## src/rtl/core/prc_pkg.sv

```systemverilog
`timescale 1ns / 1ps
// Shared types, constants and elaboration-time CORDIC tables for the point rotator.
package prc_pkg;

    localparam int COORD_W    = 32;
    localparam int ANGLE_W    = 26;
    localparam int ROUND_W    = 16;
    localparam int OFS_W      = COORD_W + 1;
    localparam int TRIG_W     = 34;
    localparam int TRIG_FRAC  = 30;
    localparam int Z_W        = 48;
    localparam int MAX_STAGES = 32;

    localparam int DEF_CORDIC_STAGES   = 24;
    localparam int DEF_COORD_FRAC_BITS = 16;

    // angle path widths
    localparam int RED_W   = ANGLE_W + 1;
    localparam int UMOD_W  = 25;
    localparam int AMAG_W  = 23;
    localparam int RAD_W   = 39;
    localparam int APROD_W = AMAG_W + RAD_W;

    // degrees in Q16.16
    localparam logic signed [RED_W-1:0] DEG_FULL    = 27'sd23592960;
    localparam logic signed [RED_W-1:0] DEG_HALF    = 27'sd11796480;
    localparam logic signed [RED_W-1:0] DEG_QUARTER = 27'sd5898240;

    localparam logic signed [ROUND_W-1:0] ROUND_HI = 16'sh7FFF;
    localparam logic signed [ROUND_W-1:0] ROUND_LO = 16'sh8000;

    typedef struct packed {
        logic signed [OFS_W-1:0]   dx;
        logic signed [OFS_W-1:0]   dy;
        logic signed [COORD_W-1:0] ox;
        logic signed [COORD_W-1:0] oy;
    } coord_t;

    typedef struct packed {
        logic signed [TRIG_W-1:0] x;
        logic signed [TRIG_W-1:0] y;
        logic signed [Z_W-1:0]    z;
        logic                     neg;
        coord_t                   coord;
    } cordic_t;

    // shift-subtract division, used only while elaborating constants
    function automatic logic [63:0] udiv64(input logic [63:0] num, input logic [63:0] den);
        logic [64:0] rem;
        logic [63:0] quo;
        rem = '0;
        quo = '0;
        for (int b = 63; b >= 0; b--) begin
            rem = {rem[63:0], num[b]};
            if (rem >= {1'b0, den}) begin
                rem    = rem - {1'b0, den};
                quo[b] = 1'b1;
            end
        end
        return quo;
    endfunction

    // atan(1/n) in Q60 by the alternating series, truncating each term
    function automatic logic [63:0] atan_inv_q60(input logic [63:0] n);
        logic [63:0] pw;
        logic [63:0] sum;
        logic [63:0] nn;
        logic [63:0] t;
        pw  = udiv64(64'd1 << 60, n);
        sum = '0;
        nn  = n * n;
        for (int k = 0; k < 64; k++) begin
            if (pw != '0) begin
                t = udiv64(pw, 64'(2 * k + 1));
                if (k[0]) begin
                    sum = sum - t;
                end else begin
                    sum = sum + t;
                end
                pw = udiv64(pw, nn);
            end
        end
        return sum;
    endfunction

    localparam logic [63:0] QUARTER_PI_Q60 = atan_inv_q60(64'd2) + atan_inv_q60(64'd3);

    localparam logic [RAD_W-1:0] RAD_PER_DEG_Q44 =
        RAD_W'(((64'd4 * QUARTER_PI_Q60) / 64'd180 + (64'd1 << 15)) >> 16);

    // atan(2^-idx) rounded to Q44
    function automatic logic [63:0] atan_q44(input int idx);
        logic [63:0] v;
        if (idx == 0) begin
            v = QUARTER_PI_Q60;
        end else begin
            v = atan_inv_q60(64'd1 << idx);
        end
        return (v + (64'd1 << 15)) >> 16;
    endfunction

    // 1/K in Q30 for a given number of iterations
    function automatic logic [63:0] kinv_q30(input int stages);
        logic [63:0] k2;
        logic [63:0] x;
        logic [63:0] r;
        logic [63:0] b;
        k2 = 64'd1 << 60;
        for (int i = 0; i < MAX_STAGES; i++) begin
            if (i < stages) begin
                k2 = k2 + (k2 >> (2 * i));
            end
        end
        x = k2;
        r = '0;
        b = 64'd1 << 62;
        for (int j = 0; j < 32; j++) begin
            if (b > x) begin
                b = b >> 2;
            end
        end
        for (int j = 0; j < 32; j++) begin
            if (b != '0) begin
                if (x >= r + b) begin
                    x = x - (r + b);
                    r = (r >> 1) + b;
                end else begin
                    r = r >> 1;
                end
                b = b >> 2;
            end
        end
        return udiv64((64'd1 << 60) + (r >> 1), r);
    endfunction

    // whole units, halves away from zero, saturated to 16 bits
    function automatic logic signed [ROUND_W-1:0] round_units(
        input logic signed [COORD_W-1:0] v,
        input int                        frac
    );
        logic signed [COORD_W:0] ext;
        logic [COORD_W:0]        mag;
        logic [COORD_W:0]        r;
        logic [COORD_W:0]        rn;
        logic signed [ROUND_W-1:0] res;
        ext = {v[COORD_W-1], v};
        mag = (ext < 0) ? -ext : ext;
        r   = (mag + ((COORD_W + 1)'(1) << (frac - 1))) >> frac;
        rn  = -r;
        if (v[COORD_W-1]) begin
            res = (r > (COORD_W + 1)'(32768)) ? ROUND_LO : rn[ROUND_W-1:0];
        end else begin
            res = (r > (COORD_W + 1)'(32767)) ? ROUND_HI : r[ROUND_W-1:0];
        end
        return res;
    endfunction

endpackage

```

## src/rtl/core/prc_cordic_stage.sv

```systemverilog
`timescale 1ns / 1ps
// One registered CORDIC rotation iteration with a fixed shift and arctangent.
module prc_cordic_stage
    import prc_pkg::*;
#(
    parameter int STAGE_IDX = 0
) (
    input  logic    aclk,
    input  logic    aresetn,
    input  logic    in_valid,
    output logic    in_ready,
    input  cordic_t in_data,
    output logic    out_valid,
    input  logic    out_ready,
    output cordic_t out_data
);

    localparam logic [Z_W-1:0] ATAN = Z_W'(atan_q44(STAGE_IDX));

    logic    valid_reg;
    cordic_t data_reg;
    cordic_t data_next;

    logic signed [TRIG_W-1:0] xs;
    logic signed [TRIG_W-1:0] ys;

    assign in_ready  = !valid_reg || out_ready;
    assign out_valid = valid_reg;
    assign out_data  = data_reg;

    assign xs = in_data.x >>> STAGE_IDX;
    assign ys = in_data.y >>> STAGE_IDX;

    always_comb begin
        data_next = in_data;
        if (in_data.z >= 0) begin
            data_next.x = in_data.x - ys;
            data_next.y = in_data.y + xs;
            data_next.z = in_data.z - $signed(ATAN);
        end else begin
            data_next.x = in_data.x + ys;
            data_next.y = in_data.y - xs;
            data_next.z = in_data.z + $signed(ATAN);
        end
    end

    always_ff @(posedge aclk) begin
        if (!aresetn) begin
            valid_reg <= 1'b0;
        end else if (in_ready) begin
            valid_reg <= in_valid;
        end
    end

    always_ff @(posedge aclk) begin
        if (in_ready && in_valid) begin
            data_reg <= data_next;
        end
    end

endmodule

```

## config.mk

```make
export PLATFORM = sky130hd
export DESIGN_NAME = prc_cordic_stage
export DESIGN_NICKNAME = d
export VERILOG_FILES = /design/src/rtl/core/prc_pkg.sv /design/src/rtl/core/prc_cordic_stage.sv
export SDC_FILE = /design/constraint.sdc
export NUM_CORES = 1
export LEC_CHECK = 0
export ABC_AREA = 1
export ABC_CLOCK_PERIOD_IN_PS = 34600
export BUFFER_PORTS_ARGS = -buffer_cell sky130_fd_sc_hd__buf_2
export CAP_MARGIN = 20
export CORE_AREA = 2 2 196 198
export CTS_CLUSTER_DIAMETER = 120
export CTS_CLUSTER_SIZE = 12
export DETAILED_ROUTE_END_ITERATION = 12
export DIE_AREA = 0 0 198 200
export HOLD_SLACK_MARGIN = 0.1
export PLACE_DENSITY_LB_ADDON = 0.3
export REMOVE_ABC_BUFFERS = 1
export SLEW_MARGIN = 40
export SYNTH_ARGS = -nofsm -noshare
export SYNTH_HDL_FRONTEND = slang
export SYNTH_SLANG_ARGS = --single-unit
export TNS_END_PERCENT = 100
```

## constraint.sdc

```tcl
create_clock -name aclk -period 34.6 [get_ports aclk]
set_input_delay 6.92 -clock aclk [delete_from_list [all_inputs] [get_ports aclk]]
set_output_delay 6.92 -clock aclk [all_outputs]
set_load 0.05 [all_outputs]
```

-- Word-level counts from Yosys, hierarchy flattened
Cells that the tools add are included.
- $add $sub $neg: 5
- magnitude comparators: 1
- reductions and logical operators: 3
- multiplexer cells: 1
- operators with widths (cell ; count):
    $mux 116 ; 1
    $sub 34x34->34 ; 2
    $add 48x45->48 const B ; 1
    $ge 48x1->1 const B ; 1
    $sub 48x45->48 const B ; 1
    $add 34x34->34 ; 1
    $logic_and 1x1->1 ; 1
    $logic_not 1->1 ; 1
    $logic_or 1x1->1 ; 1
- bits in registers: 248
- input bits: 251
- word-level logic and storage cells: 19

-- Longest topological paths before layout
- word-level depth: 3
- gate-level depth with buffers: 18

-- Worst setup path after synthesis
OpenSTA, ideal clock, no wires.
- path type: input port to flip-flop
- start: in in_valid
- end: reg data_reg (netlist bit out_data[0]), enable pin
- buffers on the path: 0
- setup time: 0.933 ns
- setup slack: 14.912 ns
- stages on the path: 2
- arrival time: 18.755 ns
- required time: 33.667 ns
- path through: inv_1 -> a21oi_1
- longest elaborated chain between the ends: 1
- ends and longest elaborated chain (what ; RTL line ; source):
    start: declaration ; prc_cordic_stage.sv:10 ; input logic in_valid,
    $logic_and 1x1->1 ; prc_cordic_stage.sv:56 ; if (in_ready && in_valid) begin
    end signal: assignment ; prc_cordic_stage.sv:57 ; data_reg <= data_next;
    end: declaration ; prc_cordic_stage.sv:21 ; cordic_t data_reg;
Every way passes these cells.
A chain may end at the register's enable or synchronous reset.

-- Final worst setup path
- start: in out_ready
- end: out in_ready
- longest elaborated chain between the ends: 1
- ends and longest elaborated chain (what ; RTL line ; source):
    start: declaration ; prc_cordic_stage.sv:14 ; input logic out_ready,
    $logic_or 1x1->1 ; prc_cordic_stage.sv:27 ; assign in_ready = !valid_reg || out_ready;
    end: declaration ; prc_cordic_stage.sv:11 ; output logic in_ready,
Every way passes these cells.

==> impl_metrics.yaml <==
clock_tree:
  cts_setup_buffers: 0
  path_clk_slew_ns: 0.06
  cts_buffer_depth: 3
  clk_latency_ns: 0.55
  htreeDepth: 1
  clock-sinks: 247
  ctsHoldBuffers: 0
  cts_root_buf: "clkbuf_16"
  post_cts_resized: 0
  numCtsBuffers: 24
  cts_tree: "built"
outcome:
  outcome: "finished, final reports clean"
place:
  gp_congestion: 1.027
  dp.cells: 3256
  hpwl_um: 51100
  place_area_um2: 20920
  io_buffers: 499
yosys:
  async_flop_share: 0
  synth_flop_cell: "edfxtp_1"
  syn_area_um2: 17990
  seq_area_frac_synth: 0.4118
  synth_edf_count: 246
  ys_ff_latch: 247
  yosysUniqueCellTypes: 49
  yosys_warnings: 0
  syn_avg_cell_area_um2: 7.869
  synthCells: 2286
sta:
  rsz0062_at_grt: "no"
  slew_violations: 0
  relSlewSlack: 0.4653
  setup_viol: 0
  tns_ns: 0
  finalHoldViolCount: 0
  fin_worst_skew_ns: 0.02484
  period_needed_ns: 14.33
  worst_pin_slew_ns: 0.8021
  final_min_period_over_clock_period: 0.4143
  fmax_mhz: 69.77
worst_setup_path:
  reg2reg_from: "out_valid"
  critical_path_buf_inv_count: 3
  worstSetupEndpointType: "output port"
  cp_max_fo: 2
  crit_family: "buffers and inverters"
  crit_start: "out_ready"
  crit_slowest_cell: "buf_2"
  cp_common_cell: "buf_2"
  startpoint_type: "input port"
  worst-endpoint-required_ns: 27.68
  worstPathArrival_ns: 7.41
  criticalPathCategory: "input port to output port"
  worst_path_largest_cell_delay_ns: 0.22
  crit_chain: "buf_2, inv_1, nand2_1, buf_2"
global_route:
  antenna_found_initial: 2
  grt.overflow.total: 0
  grt_pass1_vias: 17080
  grt_pass1_wl_um: 91780
  grt.total_usage: 0.3010
  grt_max_degree: 172
route:
  vias: 17770
  wl_um: 61950
  first_iter_violations: 1368
  wl_per_cell_um: 18.81
  vias_per_cell: 5.395
  drc: 0
  ant_nets: 0
  dr.pass1.iters: 6
cells_and_area:
  syn2layout_area_growth_pct: 20.21
  final_area_um2: 21620
  ff_latch_area_um2: 7407
  fillCellCount: 3534
  drive_above_1_share: 0.2056
  fin_cells: 3294
  fin_nets: 3173
  multi_input_area_um2: 9164
flow_run:
  maxCapViolations: 0
pwr:
  p_leak_nw: 10.40
  total_power_mw: 0.9525
  vdd_drop_max_mv: 0.03629
  p_per_area_nw_per_um2: 44.05
die:
  rows: 71
  die_w_um: 198
  pin_count: 500
  die_y_um: 200
  die_area_um2: 39600
  core-area_um2: 37400
  start_util: 0.4810
worst_hold_path:
  hold_path.startpoint: "out_valid"
  hp-class: "flip-flop to flip-flop"
## stage by stage
stage | util | worst slack [ns] | hold slack [ns]
5_1_grt | 0.5782 | 20.20 | 0.6319
3_3_place_gp | 0.5594 | 20.26 | 0.5681
3_5_place_dp | 0.5594 | 20.26 | 0.5774
6_report | 0.5782 | 20.27 | 0.5825
2_1_floorplan | - | 14.91 | 1.107
4_1_cts | 0.5773 | 20.26 | 0.5869
## layer usage
| metal | GRT usage | routed length [um] | vias up |
|---|---|---|---|
| met5 | 0 | 17 | - |
| met4 | 0.1245 | 2611 | 2 |
| met3 | 0.04335 | 4584 | 169 |
| met2 | 0.5231 | 29390 | 808 |
| met1 | 0.3774 | 25350 | 8225 |
| li1 | - | - | 8568 |
## path summary, 6_finish.rpt
check | end | slack, ns | cells after the start
max reg2reg | out_data[30] | 32.70 | 3
max | in_ready | 20.27 | 4
min | out_valid | 0.58 | 2
min reg2reg | out_valid | 0.58 | 2
## synthesized netlist by cell type (2+ instances only)
library cell / number / area share
mux2i_1: 2 / 0.0011
nand2_1: 591 / 0.12
a21boi_0: 4 / 0.0017
o21ai_1: 5 / 0.0014
xnor2_1: 8 / 0.0039
o21ai_2: 4 / 0.0019
edfxtp_1: 246 / 0.41
xor2_1: 56 / 0.027
nand3_2: 2 / 0.0011
a31oi_1: 7 / 0.0024
o21a_1: 7 / 0.0029
ha_1: 146 / 0.10
nand3_1: 171 / 0.048
nand4_1: 25 / 0.0087
a21oi_2: 3 / 0.0015
nand2_2: 9 / 0.0031
nor3_1: 26 / 0.0072
nor4_2: 2 / 0.0014
a21oi_1: 197 / 0.055
nand2_4: 2 / 0.0013
buf_2: 19 / 0.0053
clkbuf_1: 7 / 0.0015
buf_4: 16 / 0.0067
inv_1: 306 / 0.064
nand3b_1: 2 / 0.00083
fa_1: 4 / 0.0045
nor2_1: 221 / 0.046
o21bai_1: 30 / 0.013
nor2_2: 9 / 0.0031
inv_2: 2 / 0.00042
o211ai_1: 8 / 0.0033
o21ai_0: 123 / 0.034
a21o_1: 10 / 0.0042
## power breakdown
group | switching, mW | internal, mW
sequential | 0.00633 | 0.365
clock | 0.108 | 0.131
combinational | 0.255 | 0.0878
total | 0.369 | 0.583
## area by class of cell
type	instances	area share
Timing Repair Buffer	504	0.1189
Sequential cell	247	0.3426
Multi-Input combinational cell	1684	0.4238
Clock buffer	35	0.03067
Antenna cell	1	0.0001157
Inverter	311	0.05416
Clock inverter	1	0.0002315
Tap cell	511	0.02957
## state kept, by name (all words and copies together) (netlist names)
name,count
out_data,246
out_valid,1
## layout by cell type (no fill, tap or decap), drive strengths merged, types with 5 or more instances in the layout
cell type    n
nand2      602
buf        504
inv        310
edfxtp     246
nor2       231
a21oi      201
nand3      173
ha         146
o21ai      132
xor2        56
clkbuf      35
o21bai      30
nor3        27
nand4       25
a21o        10
o211ai       9
xnor2        8
a31oi        7
o21a         7
a21boi       5
## cells by family after synthesis
kind of cell / Yosys count / synth area share
DFF: 247 / 0.4118
xor gates and xnor gates: 64 / 0.03116
buffers and inverters: 355 / 0.07943
AOI/OAI and AO/OA: 402 / 0.1233
adders and majority gates: 150 / 0.1060
and+or+nand+nor: 1066 / 0.2472
muxes: 2 / 0.001113
## worst reg2reg max path, cell delays in order, from the launching register on
cell     delay (ns)
dfxtp_1        0.35
a21oi_4        0.29
buf_12         0.32
buf_16         0.44
No activity file was read; power rests on OpenSTA's default activity.
