===== config.mk =====
export PLATFORM = sky130hd
export DESIGN_NAME = prc_angle
export DESIGN_NICKNAME = d
export VERILOG_FILES = /design/src/rtl/core/prc_pkg.sv /design/src/rtl/core/prc_angle.sv
export SDC_FILE = /design/constraint.sdc
export NUM_CORES = 2
export LEC_CHECK = 0
export BUFFER_PORTS_ARGS = -buffer_cell sky130_fd_sc_hd__buf_2
export CAP_MARGIN = 20
export CORE_ASPECT_RATIO = 0.75
export CORE_MARGIN = 3
export CORE_UTILIZATION = 31
export CTS_BUF_LIST = sky130_fd_sc_hd__clkbuf_8
export DETAILED_ROUTE_END_ITERATION = 7
export REMOVE_ABC_BUFFERS = 1
export SLEW_MARGIN = 20
export SYNTH_ARGS = -nofsm -noshare
export SYNTH_HDL_FRONTEND = slang
export SYNTH_SLANG_ARGS = --single-unit

===== constraint.sdc =====
create_clock -name aclk -period 13.71 [get_ports aclk]
set_clock_uncertainty 0.05 [all_clocks]
set_input_delay 2.0565 -clock aclk [delete_from_list [all_inputs] [get_ports aclk]]
set_output_delay 2.0565 -clock aclk [all_outputs]
set_load 0.1 [all_outputs]

===== src/rtl/core/prc_pkg.sv =====
`timescale 1ns / 1ps
// Shared types, constants and elaboration-time CORDIC tables for the point rotator.
package prc_pkg;

    localparam int COORD_W    = 32;
    localparam int ANGLE_W    = 26;
    localparam int ROUND_W    = 16;
    localparam int OFS_W      = COORD_W + 1;
    localparam int TRIG_W     = 34;
    localparam int TRIG_FRAC  = 30;
    localparam int Z_W        = 48;
    localparam int MAX_STAGES = 32;

    localparam int DEF_CORDIC_STAGES   = 24;
    localparam int DEF_COORD_FRAC_BITS = 16;

    // angle path widths
    localparam int RED_W   = ANGLE_W + 1;
    localparam int UMOD_W  = 25;
    localparam int AMAG_W  = 23;
    localparam int RAD_W   = 39;
    localparam int APROD_W = AMAG_W + RAD_W;

    // degrees in Q16.16
    localparam logic signed [RED_W-1:0] DEG_FULL    = 27'sd23592960;
    localparam logic signed [RED_W-1:0] DEG_HALF    = 27'sd11796480;
    localparam logic signed [RED_W-1:0] DEG_QUARTER = 27'sd5898240;

    localparam logic signed [ROUND_W-1:0] ROUND_HI = 16'sh7FFF;
    localparam logic signed [ROUND_W-1:0] ROUND_LO = 16'sh8000;

    typedef struct packed {
        logic signed [OFS_W-1:0]   dx;
        logic signed [OFS_W-1:0]   dy;
        logic signed [COORD_W-1:0] ox;
        logic signed [COORD_W-1:0] oy;
    } coord_t;

    typedef struct packed {
        logic signed [TRIG_W-1:0] x;
        logic signed [TRIG_W-1:0] y;
        logic signed [Z_W-1:0]    z;
        logic                     neg;
        coord_t                   coord;
    } cordic_t;

    // shift-subtract division, used only while elaborating constants
    function automatic logic [63:0] udiv64(input logic [63:0] num, input logic [63:0] den);
        logic [64:0] rem;
        logic [63:0] quo;
        rem = '0;
        quo = '0;
        for (int b = 63; b >= 0; b--) begin
            rem = {rem[63:0], num[b]};
            if (rem >= {1'b0, den}) begin
                rem    = rem - {1'b0, den};
                quo[b] = 1'b1;
            end
        end
        return quo;
    endfunction

    // atan(1/n) in Q60 by the alternating series, truncating each term
    function automatic logic [63:0] atan_inv_q60(input logic [63:0] n);
        logic [63:0] pw;
        logic [63:0] sum;
        logic [63:0] nn;
        logic [63:0] t;
        pw  = udiv64(64'd1 << 60, n);
        sum = '0;
        nn  = n * n;
        for (int k = 0; k < 64; k++) begin
            if (pw != '0) begin
                t = udiv64(pw, 64'(2 * k + 1));
                if (k[0]) begin
                    sum = sum - t;
                end else begin
                    sum = sum + t;
                end
                pw = udiv64(pw, nn);
            end
        end
        return sum;
    endfunction

    localparam logic [63:0] QUARTER_PI_Q60 = atan_inv_q60(64'd2) + atan_inv_q60(64'd3);

    localparam logic [RAD_W-1:0] RAD_PER_DEG_Q44 =
        RAD_W'(((64'd4 * QUARTER_PI_Q60) / 64'd180 + (64'd1 << 15)) >> 16);

    // atan(2^-idx) rounded to Q44
    function automatic logic [63:0] atan_q44(input int idx);
        logic [63:0] v;
        if (idx == 0) begin
            v = QUARTER_PI_Q60;
        end else begin
            v = atan_inv_q60(64'd1 << idx);
        end
        return (v + (64'd1 << 15)) >> 16;
    endfunction

    // 1/K in Q30 for a given number of iterations
    function automatic logic [63:0] kinv_q30(input int stages);
        logic [63:0] k2;
        logic [63:0] x;
        logic [63:0] r;
        logic [63:0] b;
        k2 = 64'd1 << 60;
        for (int i = 0; i < MAX_STAGES; i++) begin
            if (i < stages) begin
                k2 = k2 + (k2 >> (2 * i));
            end
        end
        x = k2;
        r = '0;
        b = 64'd1 << 62;
        for (int j = 0; j < 32; j++) begin
            if (b > x) begin
                b = b >> 2;
            end
        end
        for (int j = 0; j < 32; j++) begin
            if (b != '0) begin
                if (x >= r + b) begin
                    x = x - (r + b);
                    r = (r >> 1) + b;
                end else begin
                    r = r >> 1;
                end
                b = b >> 2;
            end
        end
        return udiv64((64'd1 << 60) + (r >> 1), r);
    endfunction

    // whole units, halves away from zero, saturated to 16 bits
    function automatic logic signed [ROUND_W-1:0] round_units(
        input logic signed [COORD_W-1:0] v,
        input int                        frac
    );
        logic signed [COORD_W:0] ext;
        logic [COORD_W:0]        mag;
        logic [COORD_W:0]        r;
        logic [COORD_W:0]        rn;
        logic signed [ROUND_W-1:0] res;
        ext = {v[COORD_W-1], v};
        mag = (ext < 0) ? -ext : ext;
        r   = (mag + ((COORD_W + 1)'(1) << (frac - 1))) >> frac;
        rn  = -r;
        if (v[COORD_W-1]) begin
            res = (r > (COORD_W + 1)'(32768)) ? ROUND_LO : rn[ROUND_W-1:0];
        end else begin
            res = (r > (COORD_W + 1)'(32767)) ? ROUND_HI : r[ROUND_W-1:0];
        end
        return res;
    endfunction

endpackage


===== src/rtl/core/prc_angle.sv =====
`timescale 1ns / 1ps
// Angle reduction, degree-to-radian scaling and offset formation ahead of the CORDIC.
module prc_angle
    import prc_pkg::*;
#(
    parameter int NUM_STAGES = DEF_CORDIC_STAGES
) (
    input  logic                      aclk,
    input  logic                      aresetn,
    input  logic                      s_valid,
    output logic                      s_ready,
    input  logic signed [COORD_W-1:0] s_point_x,
    input  logic signed [COORD_W-1:0] s_point_y,
    input  logic signed [COORD_W-1:0] s_origin_x,
    input  logic signed [COORD_W-1:0] s_origin_y,
    input  logic signed [ANGLE_W-1:0] s_angle_deg,
    output logic                      out_valid,
    input  logic                      out_ready,
    output cordic_t                   out_data
);

    localparam logic [TRIG_W-1:0] KINV = TRIG_W'(kinv_q30(NUM_STAGES));

    // stage 1: angle modulo a full turn, offsets
    logic               v1_reg;
    logic [UMOD_W-1:0]  u_reg;
    coord_t             c1_reg;
    // stage 2: fold into the right half plane
    logic               v2_reg;
    logic [AMAG_W-1:0]  amag_reg;
    logic               sgn2_reg;
    logic               neg2_reg;
    coord_t             c2_reg;
    // stage 3: scale to radians
    logic               v3_reg;
    logic [APROD_W-1:0] prod_reg;
    logic               sgn3_reg;
    logic               neg3_reg;
    coord_t             c3_reg;
    // stage 4: rounded angle and CORDIC seed
    logic               v4_reg;
    cordic_t            out_reg;

    logic r1, r2, r3, r4;

    logic signed [RED_W-1:0] a_neg;
    logic signed [RED_W-1:0] u_wide;
    logic [UMOD_W-1:0]       u_next;
    coord_t                  c1_next;

    logic signed [RED_W-1:0] us;
    logic signed [RED_W-1:0] amag_wide;
    logic [AMAG_W-1:0]       amag_next;
    logic                    sgn_next;
    logic                    neg_next;

    logic [APROD_W-1:0] prod_next;
    logic [APROD_W-1:0] zmag;
    logic [Z_W-1:0]     zmag_cut;
    cordic_t            out_next;

    assign r4      = !v4_reg || out_ready;
    assign r3      = !v3_reg || r4;
    assign r2      = !v2_reg || r3;
    assign r1      = !v1_reg || r2;
    assign s_ready = r1;

    assign out_valid = v4_reg;
    assign out_data  = out_reg;

    // rotation is by the negated angle
    assign a_neg = -(RED_W'(s_angle_deg));

    always_comb begin
        if (a_neg < -DEG_FULL) begin
            u_wide = a_neg + DEG_FULL + DEG_FULL;
        end else if (a_neg < 0) begin
            u_wide = a_neg + DEG_FULL;
        end else if (a_neg >= DEG_FULL) begin
            u_wide = a_neg - DEG_FULL;
        end else begin
            u_wide = a_neg;
        end
    end

    assign u_next     = u_wide[UMOD_W-1:0];
    assign c1_next.dx = OFS_W'(s_point_x) - OFS_W'(s_origin_x);
    assign c1_next.dy = OFS_W'(s_point_y) - OFS_W'(s_origin_y);
    assign c1_next.ox = s_origin_x;
    assign c1_next.oy = s_origin_y;

    // fold: beyond a quarter turn either way, step half a turn and negate the result
    assign us = $signed({2'b00, u_reg});

    always_comb begin
        if (us <= DEG_QUARTER) begin
            amag_wide = us;
            sgn_next  = 1'b0;
            neg_next  = 1'b0;
        end else if (us < DEG_FULL - DEG_QUARTER) begin
            neg_next = 1'b1;
            if (us < DEG_HALF) begin
                amag_wide = DEG_HALF - us;
                sgn_next  = 1'b1;
            end else begin
                amag_wide = us - DEG_HALF;
                sgn_next  = 1'b0;
            end
        end else begin
            amag_wide = DEG_FULL - us;
            sgn_next  = 1'b1;
            neg_next  = 1'b0;
        end
    end

    assign amag_next = amag_wide[AMAG_W-1:0];

    assign prod_next = APROD_W'(amag_reg) * APROD_W'(RAD_PER_DEG_Q44);

    assign zmag     = (prod_reg + (APROD_W'(1) << 15)) >> 16;
    assign zmag_cut = zmag[Z_W-1:0];

    always_comb begin
        out_next.x     = $signed(KINV);
        out_next.y     = '0;
        out_next.z     = sgn3_reg ? $signed(-zmag_cut) : $signed(zmag_cut);
        out_next.neg   = neg3_reg;
        out_next.coord = c3_reg;
    end

    always_ff @(posedge aclk) begin
        if (!aresetn) begin
            v1_reg <= 1'b0;
            v2_reg <= 1'b0;
            v3_reg <= 1'b0;
            v4_reg <= 1'b0;
        end else begin
            if (r1) begin
                v1_reg <= s_valid;
            end
            if (r2) begin
                v2_reg <= v1_reg;
            end
            if (r3) begin
                v3_reg <= v2_reg;
            end
            if (r4) begin
                v4_reg <= v3_reg;
            end
        end
    end

    always_ff @(posedge aclk) begin
        if (r1 && s_valid) begin
            u_reg  <= u_next;
            c1_reg <= c1_next;
        end
        if (r2 && v1_reg) begin
            amag_reg <= amag_next;
            sgn2_reg <= sgn_next;
            neg2_reg <= neg_next;
            c2_reg   <= c1_reg;
        end
        if (r3 && v2_reg) begin
            prod_reg <= prod_next;
            sgn3_reg <= sgn2_reg;
            neg3_reg <= neg2_reg;
            c3_reg   <= c2_reg;
        end
        if (r4 && v3_reg) begin
            out_reg <= out_next;
        end
    end

endmodule


; ---- Yosys cells after proc, flatten, opt, wreduce, memory -nomap -nowiden
; Cells that the tools add are included.
[totals]
out_inout_bits = 249
in_bits = 158
regBits = 686
[classes]
n_mul = 1
addsub = 11
n_lt_le_gt_ge = 6
n_reduce_logical = 12
mux = 10
[op_table]
columns = operator, n
row1 = 25-bit 2-to-1 mux, 3
row2 = 23-bit 2-to-1 mux, 3
row3 = 32-bit by 32-bit subtractor with 33-bit output, 2
row4 = "62-bit by 16-bit adder with 62-bit output, second input constant", 1
row5 = "23-bit by 38-bit multiplier with 61-bit output, second input constant", 1
row6 = "25-bit adder, second input constant", 2
row7 = 46-bit negator with 48-bit output, 1
row8 = 46-bit 2-to-1 mux, 1
row9 = "27-bit by 26-bit greater-or-equal comparator with 1-bit output, second input constant", 1
row10 = "27-bit by 1-bit < comparator with 1-bit output, second input constant", 1
row11 = "27-bit by 26-bit < comparator with 1-bit output, second input constant", 1
row12 = 26-bit negator with 27-bit output, 1
row13 = "25-bit by 23-bit <= comparator with 1-bit output, second input constant", 1
row14 = "25-bit by 24-bit < comparator with 1-bit output, second input constant", 1
row15 = "25-bit < comparator, second input constant", 1
row16 = "25-bit subtractor, second input constant", 1
row17 = "22-bit by 23-bit subtractor with 23-bit output, first input constant", 1
row18 = "23-bit by 22-bit subtractor with 23-bit output, second input constant", 1
row19 = "23-bit subtractor, first input constant", 1
row20 = 1-bit logical AND, 4
row21 = 1-bit zero test, 4
row22 = 1-bit logical OR, 4
row23 = 1-bit 2-to-1 mux, 3

; ---- Logic depth before layout (Yosys ltp)
[logic_depth]
ltp_word = 6
ltp_mapped = 24
mapped_depth_nobuf = 24

; ---- Worst setup path before layout
; No wires, ideal clock.
[synth_path]
path_type = input to register
startpoint = input out_ready
endpoint = register amag_reg[0] (enable)
arrival_time_ns = 13.534
cell_stages = 3
slack_ns = -0.780
cell_sequence = nor2b_1 -> and2_0 -> a21boi_0
[synth_via]
elab_chain_cells = 4
[synth_rtl]
columns = element, line_no
row1 = start: declaration, prc_angle.sv:18  ; input logic out_ready,
row2 = 1-bit logical OR, prc_angle.sv:62  ; assign r4 = !v4_reg || out_ready;
row3 = 1-bit logical OR, prc_angle.sv:63  ; assign r3 = !v3_reg || r4;
row4 = 1-bit logical OR, prc_angle.sv:64  ; assign r2 = !v2_reg || r3;
row5 = 1-bit logical AND, prc_angle.sv:158  ; if (r2 && v1_reg) begin
row6 = end signal: assignment, prc_angle.sv:159  ; amag_reg <= amag_next;
row7 = end: declaration, prc_angle.sv:30  ; logic [AMAG_W-1:0] amag_reg;
; Every way passes these cells.
; A chain may end at the register's enable or synchronous reset.

; ---- Final worst setup path
[layout_path]
startpoint = register amag_reg[3]
endpoint = register prod_reg[61] (data pin)
[layout_via]
elab_chain_cells = 1
[layout_rtl]
columns = element, line_no
row1 = 23-bit by 38-bit multiplier with 61-bit output, prc_angle.sv:118  ; assign prod_next = APROD_W'(amag_reg) * APROD_W'(RAD_PER_DEG_Q44);
row2 = via prod_next[61], prc_angle.sv:57  ; logic [APROD_W-1:0] prod_next;
row3 = end signal: assignment, prc_angle.sv:165  ; prod_reg <= prod_next;
row4 = end: declaration, prc_angle.sv:36  ; logic [APROD_W-1:0] prod_reg;
; The timed path passes the listed nets, and every way through them passes these cells.

==> run summary <==
Total Nets Final = 4487
Core area = 132000 sq um
Yosys synthesis warning count = 0
Crit share post-route = 55.0%
DIE AREA = 137000 sq um
Post-place setup slack = 6.20 ns
Placer Congestion = 0.923
Worst-path fanout max = 10
Slew @ Worst Pin = 1.09 ns
First-pass GRT wire length = 152000 um
Number of global-route vias before repair = 24.9k
Hold-fix buffers, CTS = 0
Initial antenna violation count = 34
Post-route ant nets = 0
Hpwl dp = 79600 um
CTS H-tree lvls = 3
RR Startpoint = amag_reg[3]
Initial DRC Count = 1596
Synth cell types = 90
Worst reg2reg endpoint = prod_reg[61]
I/O Buffers = 338
Synth Cell Area = 41200 sq um
Hold Crit Start = c3_reg[91]
Largest net degree at the start of global routing = 131
1st-pass router iterations = 5
Clock Latency Late Sink = 0.80 ns
R2R depth = 22
Fin Setup TNS = 0 ns
Final wirelength = 100000 um
Worst Setup Start Kind = flop
Die Height = 322 um
Slew Limit Fails = 0
Hold Path Depth = 0
Area grow syn2layout = 14.0%
WL/cell = 18.1 um
Outcome = finished clean
Final WS setup = 6.16 ns
Final setup fails = 0
Area leader, netlist = edfxtp_1
Row cnt = 115
Largest register FFs = 179
CTS clk-pin slew, worst paths = 0.07 ns
CP Class = flop to flop
Fmax = 133 MHz
Most area-consuming cells after synthesis = edfxtp_1 49%, fa_1 14%, ha_1 11%
Post-CTS Setup Repair Bufs = 0
Top FF cell, synth = edfxtp_1
Initial Util = 31.3%
Layout cells sized above 1 = 14.1%
Dpl cell area = 44800 sq um
Cts repair resizes = 0
Hold EP = out_data[91]
Worst Path Arrival = 8.04 ns
Cells after Synth = 3252
Tmin final = 7.55 ns
Design area = 46900 sq um
Die width = 427 um
Min-Delay Path Class = flop to flop
Unrepaired setup endpoints after global routing = no
Synthesized flop and latch total = 672
Vias/cell = 4.42
Ys async rst share = 0%
Num CTS Buffers = 107
Fill cell count = 13.0k
Worst Path Required = 14.20 ns
CTS sink cnt = 672
Final Hold Fails = 0
Post-route DRC = 0
Commonest non-fill, non-tap cells in the layout = 668 x edfxtp_1, 631 x inv_1, 363 x ha_1, 338 x buf_2, 295 x fa_1
Seq/Total Area, Yosys = 48.9%
DR vias = 24.4k
Max_cap viols = 0
Syn Area/Cell = 12.7 sq um
EDFF count, synth = 668
Commonest non-fill, non-tap cell in the layout = edfxtp_1
Io pins = 407
Max_slew headroom = 27.1%
Top-area cell type share of the netlist area = 48.7%
Reg2Reg Setup Slack = 6.16 ns
All-Layer GR Usage = 14.6%
Clock buffer depth = 3
CTS Root Cell = clkbuf_8
Critical Path Sink Type = flop
Congestion Overflow GR = 0
CTS tree = yes
## worst max path at each step
stage | slack [ns] | endpoint | depth (start not counted) | startpoint
finish | 6.16 | prod_reg[61] | 22 | amag_reg[3]
global route | 5.75 | prod_reg[50] | 24 | amag_reg[7]
detailed placement | 6.20 | prod_reg[61] | 24 | amag_reg[5]
floorplan | -0.78 | amag_reg[0] | 3 | out_ready
CTS | 6.19 | prod_reg[61] | 22 | amag_reg[3]
global placement | 6.20 | prod_reg[61] | 22 | amag_reg[3]
## metrics by stage
stage,util (%),std cells,hold WS (ns)
after detailed placement,34.1,5317,0.355
after floorplan,-,3209,0.350
after global placement,34.1,5317,0.351
after global routing,35.7,5525,0.353
after CTS,35.7,5514,0.338
final,35.7,5532,0.353
## routing by layer
layer  wire length, um  share of wire (%)  GRT usage, %  vias up
li1                  -                  -             -    11900
met1             46700                 47          20.3    11800
met2             43000                 43          21.6      592
met3              8170                8.2          5.24      148
met4              1960                2.0          3.44       26
met5               210               0.21             0        -
## synthesized netlist by cell type, drive strengths merged (6+ instances only)
cell,number
a21o,30
a211oi,8
a21oi,114
and2,16
nor4,21
a21boi,9
nand2b,18
mux2i,10
ha,363
o22ai,6
o21bai,16
nand3b,6
nor3b,7
edfxtp,668
or4,11
nor2,128
o211ai,14
clkbuf,27
nand4,19
xnor2,179
or3,14
o21a,20
nor3,52
nand2,118
a22oi,6
and4,6
or2,15
buf,82
o21ai,88
xor2,60
o41ai,6
and3,22
a31oi,25
nand3,54
o31ai,19
nor2b,23
inv,608
fa,295
## kinds of logic after synthesis
kind of cell               count (synthesis)  synth area share, %
xor gates and xnor gates                 239                 5.08
and+or+nand+nor                          541                 6.67
muxes                                     14                0.352
DFF                                      672                 48.9
buffers and inverters                    717                 7.25
other                                      2               0.0182
AOI/OAI and AO/OA                        409                 6.39
adders and majority gates                658                 25.4
## final cells by class
class	instances	area, sq um	area share, %
sequential	672	20100	42.9
multi-input combinational	1929	18400	39.1
inverter	608	2280	4.86
tap	1755	2200	4.68
timing repair buffer	353	1820	3.87
clock buffer	110	1510	3.22
clock inverter	87	592	1.26
antenna	18	45.0	0.0959
## critical path, cell delays in order (launching register included)
cell and delay [ns]:
edfxtp_1 0.62, fa_1 0.72, inv_1 0.08, fa_1 0.45, fa_1 0.49, inv_1 0.05, fa_1 0.54, fa_1 0.51
inv_1 0.05, fa_1 0.50, fa_1 0.55, inv_1 0.04, ha_1 0.34, a21oi_1 0.19, o21ai_0 0.14, or2_2 0.33
nor3b_1 0.16, o2111ai_1 0.13, a21oi_1 0.13, o21ai_1 0.48, o2111ai_1 0.26, and3_1 0.20, a311o_1 0.27
Power is left out: the tool's default activity adds up to more than one toggle a clock period on the data nets, which glitch-free logic cannot reach.
